File: config.mk
export PLATFORM = sky130hd
export DESIGN_NAME = xor_checked_frame_receiver_unit
export DESIGN_NICKNAME = d
export VERILOG_FILES = /design/src/hw/rtl/xcfr_pkg.sv /design/src/hw/rtl/xcfr_cfg.sv /design/src/hw/rtl/xcfr_parser.sv /design/src/hw/rtl/xcfr_out.sv /design/src/hw/rtl/xor_checked_frame_receiver_unit.sv
export SDC_FILE = /design/constraint.sdc
export NUM_CORES = 1
export LEC_CHECK = 0
export BUFFER_PORTS_ARGS = -buffer_cell sky130_fd_sc_hd__buf_2
export CAP_MARGIN = 30
export CORE_MARGIN = 2
export CORE_UTILIZATION = 52
export DETAILED_ROUTE_END_ITERATION = 10
export HOLD_SLACK_MARGIN = 0.05
export PLACE_DENSITY = 0.8
export SYNTH_ARGS = -nofsm -noshare
export SYNTH_HDL_FRONTEND = slang
export SYNTH_HIERARCHICAL = 1
export SYNTH_SLANG_ARGS = --single-unit
File: constraint.sdc
create_clock -name clk -period 2.9 [get_ports clk]
set_input_delay 0.435 -clock clk [delete_from_list [all_inputs] [get_ports clk]]
set_output_delay 0.435 -clock clk [all_outputs]
set_load 0.02 [all_outputs]
File: src/hw/rtl/xcfr_pkg.sv
// Shared types and constants of the XOR-checked frame receiver.
// No dependencies; every other file of the block imports this package.
`default_nettype none

package xcfr_pkg;

    // Largest payload length the receiver ever accepts
    localparam int MAX_PAYLOAD = 256;

    localparam int CFG_IDX_W = 2;
    localparam logic [CFG_IDX_W-1:0] REG_START_MARKER = 2'd0;
    localparam logic [CFG_IDX_W-1:0] REG_STOP_MARKER  = 2'd1;
    localparam logic [CFG_IDX_W-1:0] REG_LENGTH_LIMIT = 2'd2;

    localparam logic [8:0] LENGTH_LIMIT_RESET = 9'd256;

    typedef enum logic [2:0] {
        PH_WAIT    = 3'd0,
        PH_LEN_LO  = 3'd1,
        PH_LEN_HI  = 3'd2,
        PH_TYPE    = 3'd3,
        PH_PAYLOAD = 3'd4,
        PH_CHECK   = 3'd5,
        PH_STOP    = 3'd6
    } phase_t;

    typedef enum logic [2:0] {
        EV_NONE     = 3'd0,
        EV_BYTE     = 3'd1,
        EV_ACCEPT   = 3'd2,
        EV_BAD      = 3'd3,
        EV_TOO_LONG = 3'd4,
        EV_OVERRUN  = 3'd5
    } event_t;

    typedef struct packed {
        logic [7:0] start_marker;
        logic [7:0] stop_marker;
        logic [8:0] length_limit;
    } cfg_t;

    typedef struct packed {
        event_t      ev;
        logic [7:0]  data_byte;
        logic [7:0]  byte_index;
        logic [7:0]  message_type;
        logic [15:0] frame_length;
    } result_t;

endpackage

`default_nettype wire

File: src/hw/rtl/xcfr_cfg.sv
// Configuration register file of the frame receiver.
// Depends on xcfr_pkg for register indexes and the cfg_t struct.
`default_nettype none

module xcfr_cfg (
    input  wire logic                           clk,
    input  wire logic                           rst_n,
    input  wire logic                           cfg_valid,
    output logic                                cfg_ready,
    input  wire logic [xcfr_pkg::CFG_IDX_W-1:0] cfg_index,
    input  wire logic [15:0]                    cfg_data,
    output xcfr_pkg::cfg_t                      cfg
);
    import xcfr_pkg::*;

    cfg_t cfg_reg;

    assign cfg_ready = 1'b1;
    assign cfg        = cfg_reg;

    always_ff @(posedge clk or negedge rst_n)
    begin
        if (!rst_n)
        begin
            cfg_reg.start_marker <= 8'd0;
            cfg_reg.stop_marker  <= 8'd0;
            cfg_reg.length_limit <= LENGTH_LIMIT_RESET;
        end
        else if (cfg_valid && cfg_ready)
        begin
            case (cfg_index)
                REG_START_MARKER: cfg_reg.start_marker <= cfg_data[7:0];
                REG_STOP_MARKER:  cfg_reg.stop_marker  <= cfg_data[7:0];
                REG_LENGTH_LIMIT: cfg_reg.length_limit <= cfg_data[8:0];
                default:          ;  // drop writes beyond the register list
            endcase
        end
    end

endmodule

`default_nettype wire

File: src/hw/rtl/xcfr_parser.sv
// Frame parsing state machine and checksum datapath.
// Depends on xcfr_pkg for phase and event codes and the cfg_t / result_t structs.
`default_nettype none

module xcfr_parser (
    input  wire logic              clk,
    input  wire logic              rst_n,
    input  wire xcfr_pkg::cfg_t    cfg,
    input  wire logic              accept,
    input  wire logic              func,
    input  wire logic [7:0]        rx_byte,
    output xcfr_pkg::result_t      result
);
    import xcfr_pkg::*;

    phase_t      phase_reg, phase_next;
    logic [15:0] exp_len_reg, exp_len_next;
    logic [8:0]  count_reg, count_next;
    logic [7:0]  type_reg, type_next;
    logic [7:0]  xor_reg, xor_next;
    logic [7:0]  check_reg, check_next;
    event_t      ev;
    logic [7:0]  data_byte;
    logic [7:0]  byte_index;

    logic [15:0] limit;
    logic [15:0] len_full;
    logic [8:0]  count_inc;

    assign limit = (16'(cfg.length_limit) > 16'(MAX_PAYLOAD)) ? 16'(MAX_PAYLOAD)
                                                               : 16'(cfg.length_limit);
    assign len_full  = {rx_byte, exp_len_reg[7:0]};
    assign count_inc = count_reg + 9'd1;

    // Next phase
    always_comb
    begin
        phase_next = phase_reg;
        if (func)
            phase_next = PH_WAIT;
        else
        begin
            case (phase_reg)
                PH_WAIT:    if (rx_byte == cfg.start_marker) phase_next = PH_LEN_LO;
                PH_LEN_LO:  phase_next = PH_LEN_HI;
                PH_LEN_HI:  phase_next = (len_full > limit) ? PH_WAIT : PH_TYPE;
                PH_TYPE:    phase_next = (exp_len_reg == 16'd0) ? PH_CHECK : PH_PAYLOAD;
                PH_PAYLOAD: if (16'(count_inc) >= exp_len_reg) phase_next = PH_CHECK;
                PH_CHECK:   phase_next = PH_STOP;
                PH_STOP:    phase_next = PH_WAIT;
                default:    phase_next = PH_WAIT;
            endcase
        end
    end

    // Frame fields and event
    always_comb
    begin
        exp_len_next = exp_len_reg;
        count_next   = count_reg;
        type_next    = type_reg;
        xor_next     = xor_reg;
        check_next   = check_reg;
        ev           = EV_NONE;
        data_byte    = 8'd0;
        byte_index   = 8'd0;
        if (func)
        begin
            exp_len_next = 16'd0;
            count_next   = 9'd0;
            type_next    = 8'd0;
            xor_next     = 8'd0;
            check_next   = 8'd0;
            ev           = EV_OVERRUN;
        end
        else
        begin
            case (phase_reg)
                PH_WAIT:
                begin
                    if (rx_byte == cfg.start_marker)
                    begin
                        exp_len_next = 16'd0;
                        count_next   = 9'd0;
                        type_next    = 8'd0;
                        xor_next     = 8'd0;
                        check_next   = 8'd0;
                    end
                end
                PH_LEN_LO:
                begin
                    exp_len_next = {8'd0, rx_byte};
                    xor_next     = xor_reg ^ rx_byte;
                end
                PH_LEN_HI:
                begin
                    exp_len_next = len_full;
                    xor_next     = xor_reg ^ rx_byte;
                    if (len_full > limit)
                        ev = EV_TOO_LONG;
                end
                PH_TYPE:
                begin
                    type_next = rx_byte;
                    xor_next  = xor_reg ^ rx_byte;
                end
                PH_PAYLOAD:
                begin
                    ev         = EV_BYTE;
                    data_byte  = rx_byte;
                    byte_index = count_reg[7:0];
                    count_next = count_inc;
                    xor_next   = xor_reg ^ rx_byte;
                end
                PH_CHECK:
                    check_next = rx_byte;
                PH_STOP:
                    ev = (rx_byte == cfg.stop_marker && xor_reg == check_reg) ? EV_ACCEPT
                                                                               : EV_BAD;
                default:
                    ;
            endcase
        end
    end

    assign result.ev           = ev;
    assign result.data_byte    = data_byte;
    assign result.byte_index   = byte_index;
    assign result.message_type = type_next;
    assign result.frame_length = exp_len_next;

    always_ff @(posedge clk or negedge rst_n)
    begin
        if (!rst_n)
        begin
            phase_reg   <= PH_WAIT;
            exp_len_reg <= 16'd0;
            count_reg   <= 9'd0;
            type_reg    <= 8'd0;
            xor_reg     <= 8'd0;
            check_reg   <= 8'd0;
        end
        else if (accept)
        begin
            phase_reg   <= phase_next;
            exp_len_reg <= exp_len_next;
            count_reg   <= count_next;
            type_reg    <= type_next;
            xor_reg     <= xor_next;
            check_reg   <= check_next;
        end
    end

    a_overrun_clears: assert property (@(posedge clk) disable iff (!rst_n)
        accept && func |=> phase_reg == PH_WAIT && exp_len_reg == 16'd0 && xor_reg == 8'd0)
        else $error("overrun left frame state behind");

    a_payload_in_range: assert property (@(posedge clk) disable iff (!rst_n)
        phase_reg == PH_PAYLOAD |-> exp_len_reg != 16'd0 && 16'(count_reg) < exp_len_reg)
        else $error("payload count outside declared length");

    a_length_within_limit: assert property (@(posedge clk) disable iff (!rst_n)
        phase_reg == PH_TYPE |-> exp_len_reg <= 16'(MAX_PAYLOAD))
        else $error("frame length above the hard limit reached the type phase");

endmodule

`default_nettype wire

File: src/hw/rtl/xcfr_out.sv
// Result register between the parser and the master-side stream.
// Depends on xcfr_pkg for the result_t struct.
`default_nettype none

module xcfr_out (
    input  wire logic          clk,
    input  wire logic          rst_n,
    input  wire logic          load,
    input  wire xcfr_pkg::result_t result_in,
    input  wire logic          take,
    output logic               can_load,
    output logic               valid,
    output xcfr_pkg::result_t  result_out
);
    import xcfr_pkg::*;

    logic    valid_reg, valid_next;
    result_t data_reg;

    // Refill in the same cycle the held result is taken
    assign can_load   = !valid_reg || take;
    assign valid_next = load || (valid_reg && !take);
    assign valid      = valid_reg;
    assign result_out = data_reg;

    always_ff @(posedge clk or negedge rst_n)
    begin
        if (!rst_n)
            valid_reg <= 1'b0;
        else
            valid_reg <= valid_next;
    end

    always_ff @(posedge clk)
    begin
        if (load)
            data_reg <= result_in;
    end

endmodule

`default_nettype wire

File: src/hw/rtl/xor_checked_frame_receiver_unit.sv
// Top level of the XOR-checked frame receiver: config registers, parser, result register.
// Depends on xcfr_pkg, xcfr_cfg, xcfr_parser and xcfr_out.
//
// Channel   Dir  Signals                      Content
// s_*       in   tvalid/tready/tdata/tuser    received byte (tdata) or overrun flag (tuser)
// m_*       out  tvalid/tready/tdata/tuser    one result per transfer, event code in tuser
// cfg_*     in   valid/ready/index/data       register writes, index 0..2
//
// Results: one input transfer gives one result transfer, registered and shown in the following cycle.
// A new byte is taken every cycle unless stalled; the frame state machine updates on each accepted byte.
// Stalls: s_tready drops only while a result is held and m_tready is low; a held
// result is replaced in the same cycle it is taken, so a ready sink sees full rate.
// Reset: rst_n clears the phase to waiting for a start byte, zeroes the frame fields
// and restores the config defaults (start 0, stop 0, length limit 256).
`default_nettype none

module xor_checked_frame_receiver_unit (
    input  wire logic                           clk,
    input  wire logic                           rst_n,
    // input stream
    input  wire logic                           s_tvalid,
    output logic                                s_tready,
    input  wire logic [7:0]                     s_tdata,   // [7:0] rx_byte
    input  wire logic                           s_tuser,   // [0] func (1 = overrun)
    // result stream
    output logic                                m_tvalid,
    input  wire logic                           m_tready,
    // [7:0] data_byte, [15:8] byte_index, [23:16] message_type, [39:24] frame_length
    output logic [39:0]                         m_tdata,
    output logic [2:0]                          m_tuser,   // [2:0] event_res
    // configuration writes
    input  wire logic                           cfg_valid,
    output logic                                cfg_ready,
    input  wire logic [xcfr_pkg::CFG_IDX_W-1:0] cfg_index,
    input  wire logic [15:0]                    cfg_data
);
    import xcfr_pkg::*;

    cfg_t    cfg;
    result_t parse_res;
    result_t held_res;
    logic    in_xfer;

    // Advance the parser only on an input transfer
    assign in_xfer = s_tvalid && s_tready;

    xcfr_cfg u_cfg (
        .clk       (clk),
        .rst_n     (rst_n),
        .cfg_valid (cfg_valid),
        .cfg_ready (cfg_ready),
        .cfg_index (cfg_index),
        .cfg_data  (cfg_data),
        .cfg       (cfg)
    );

    xcfr_parser u_parser (
        .clk     (clk),
        .rst_n   (rst_n),
        .cfg     (cfg),
        .accept  (in_xfer),
        .func    (s_tuser),
        .rx_byte (s_tdata),
        .result  (parse_res)
    );

    xcfr_out u_out (
        .clk        (clk),
        .rst_n      (rst_n),
        .load       (in_xfer),
        .result_in  (parse_res),
        .take       (m_tready),
        .can_load   (s_tready),
        .valid      (m_tvalid),
        .result_out (held_res)
    );

    assign m_tuser = held_res.ev;
    assign m_tdata = {held_res.frame_length, held_res.message_type,
                      held_res.byte_index, held_res.data_byte};

    a_overrun_result: assert property (@(posedge clk) disable iff (!rst_n)
        s_tvalid && s_tready && s_tuser |=> m_tvalid && m_tuser == EV_OVERRUN
                                            && m_tdata[39:16] == 24'd0)
        else $error("overrun transfer did not produce a cleared overrun result");

    a_index_below_length: assert property (@(posedge clk) disable iff (!rst_n)
        m_tvalid && m_tuser == EV_BYTE |-> 16'(m_tdata[15:8]) < m_tdata[39:24])
        else $error("payload byte index not below frame length");

    a_ready_when_empty: assert property (@(posedge clk) disable iff (!rst_n)
        !m_tvalid |-> s_tready)
        else $error("input stalled with an empty result register");

endmodule

`default_nettype wire
==> qor.yml <==
power_and_ir_drop:
  netSwitchingFraction_pct: 25.8
  intPower_mw: 3.54
  vdd_drop_max_v: 0.000414
  comb_power_share_pct: 13.0
  total_power_mw: 4.77
  p_switching_mw: 1.23
  power.leakage_nw: 3.06
  clockPowerShare_pct: 45.1
  seq_power_share_pct: 41.9
  p_per_area_mw_per_mm2: 675
cells_and_area:
  drive_gt1_share_pct: 27.5
  antenna_cells: 0
  synthToLayoutAreaGrowth_pct: 18.1
  fin_util_pct: 62.4
  fin_nets: 613
  largest_reg_flops: 43
timing:
  finalHoldViolCount: 0
  skew_ns: 0.00752
  max_slew_margin_pct: 54.2
  setup_tns_ns: 0
  worst_hold_slack_ns: 0.265
  setup_viol: 0
  fin_crit_ns: 2.81
  worst_pin_slew_ns: 0.683
  drv_slew: 0
  min_period_over_period_pct: 96.8
  timing.fmax_mhz: 356
global_route:
  antenna_found_initial: 0
  grt-ovfl-total: 0
  grt_pass1_wl_um: 22000
  grt_pass1_vias: 4372
  track_usage_pct: 22.8
  grt_max_degree: 79
worst_hold_path:
  hp-class: "input pin to flip-flop"
clocking:
  root_buffer: "clkbuf_16"
  clock_sinks: 121
  cts_tree: "yes"
  numCtsBuffers: 17
  clk_pin_slew_worst_paths_ns: 0.06
  worstSkewPairLatency_ns: 0.41
  clock_path_buffers: 2
  htreeDepth: 4
synth:
  synth_sequential_area_ratio_pct: 54.3
  yosys_warnings: 6
  synth_edf_count: 43
  synth.largest_area_cell: "dfrtp_1"
  ys.flop_type: "dfrtp_1"
  syn_area_sq_mm: 0.00598
  synthTopCellsByCount: "dfrtp_1 (77), a22o_1 (49), edfxtp_1 (43), nand2_1 (32)"
  syn_inst: 492
  avgSynthCellArea_sq_um: 12.1
  yosysTopAreaCellShare_pct: 32.2
  ys_types: 57
  synth.net_count: 543
  synthArstFlopShare_pct: 64.5
  synth_area_leaders: "dfrtp_1 (32%), edfxtp_1 (22%), a22o_1 (7.2%), mux2_2 (4.7%), ha_1 (4.0%)"
  synth-seq-cells: 121
  yosysMostFrequentCell: "dfrtp_1"
detailed_routing:
  firstDrtPassIters: 5
  wirelength_um: 13500
  route.vias.total: 4340
  first_iter_violations: 417
  post_drt_wl_per_cell_um: 18.8
  ant_nets: 0
  drcViolationCount: 0
  vias_per_cell: 6.04
placement:
  hpwl_um: 9120
  portBuffers: 69
  place.gp.congestion: 0.885
worst_setup_path:
  criticalPathCategory: "flip-flop to flip-flop"
  cp_data_arrival_time_ns: 3.11
  reg2reg_slack_ns: 0.09
  cp_max_fo: 6
  crit_required_ns: 3.20
  end_kind: "flip-flop"
  start_kind: "flip-flop"
floorplan:
  pin_count: 78
  initial_core_util_pct: 52.8
  die_w_um: 111
  num_rows: 39
  core_region_area_sq_mm: 0.0113
  die_y_um: 111
  die_area_sq_mm: 0.0124
outcome:
  status: "completed"
flow_run:
  maxCapViolations: 0
## cells by family (layout without fill, tap and decap cells)
kind of cell               after synthesis  after routing  share of synthesized area, %
buffers and inverters                   40            123                          3.60
DFF                                    121            121                          54.3
other                                    1              1                        0.0627
xor gates and xnor gates                32             32                          4.69
muxes                                   25             25                          4.71
AOI/OAI and AO/OA                      120            120                          16.1
and+or+nand+nor                        134            134                          12.6
adders and majority gates               19             19                          3.98
## cell type report
cell class / instances / area [sq um]
fill: 880 / 4260
sequential: 121 / 3250
multi-input combinational: 331 / 2540
inverter: 14 / 52.6
clock buffer: 18 / 439
clock inverter: 14 / 171
timing repair buffer: 77 / 435
tap: 143 / 179
## power groups by stage
stage	Combinational (mW)	Sequential, mW	Clock, mW
global route	0.679	2.01	2.26
global placement	0.581	2.02	0
floorplan	0.404	2.05	0
detailed placement	0.604	2.03	0
finish	0.621	2.00	2.15
CTS	0.615	2.00	2.17
## routing by layer
layer	global-route usage (%)	wire, um
met5	0	0
met4	10.7	380
met3	5.25	777
met2	36.8	6650
met1	29.3	5720
## cell usage in the layout, fill, tap and decap left out, types with 18 or more instances in the layout
cell type	Yosys	layout
mux2_2	25	25
and2_1	19	18
a22o_1	49	49
buf_2	10	68
nand2_1	32	32
edfxtp_1	43	43
nor2_1	23	23
o21ai_0	25	25
ha_1	19	18
dfrtp_1	77	76
xnor2_1	25	25
## final timing paths
kind                            cells after the start                  start                     to
worst min register to register                      1   u_parser/type_reg[4]   u_parser/type_reg[4]
worst max register to register                     11  u_parser/count_reg[2]  u_parser/phase_reg[0]
max in group asynchronous                           3                  rst_n           u_cfg/cfg[8]
worst max-delay path                               11  u_parser/count_reg[2]  u_parser/phase_reg[0]
min in group asynchronous                           2                  rst_n  u_parser/count_reg[1]
worst min-delay path                                2            cfg_data[8]           u_cfg/cfg[8]
## critical path: stages, from the launching register on
cell and delay [ns]:
dfrtp_2 0.43, and3_4 0.20, and3_1 0.19, and3_1 0.21, xor2_2 0.16, ha_1 0.31, a21o_1 0.22, a2111oi_4 0.37
a21oi_2 0.11, o22ai_2 0.27, a211oi_2 0.07, a21o_1 0.17
## timing repair
action / CTS / global route
hold buffers: 0 / 1
gates resized for setup: 0 / 4
buffers inserted: 0 / 1
endpoints found under the setup margin: 0 / 3
endpoints found under the hold margin: 0 / 37
## metrics by stage
step                area (sq um)  setup WS, ns  instances
finish                      7060        0.0938        718
floorplan                   5980         0.314        492
CTS                         7010        0.0493        715
global placement            6400         0.224        683
global route                7060     -0.000986        718
detailed placement          6400        0.0906        683
(Power assumes the default switching activity.)
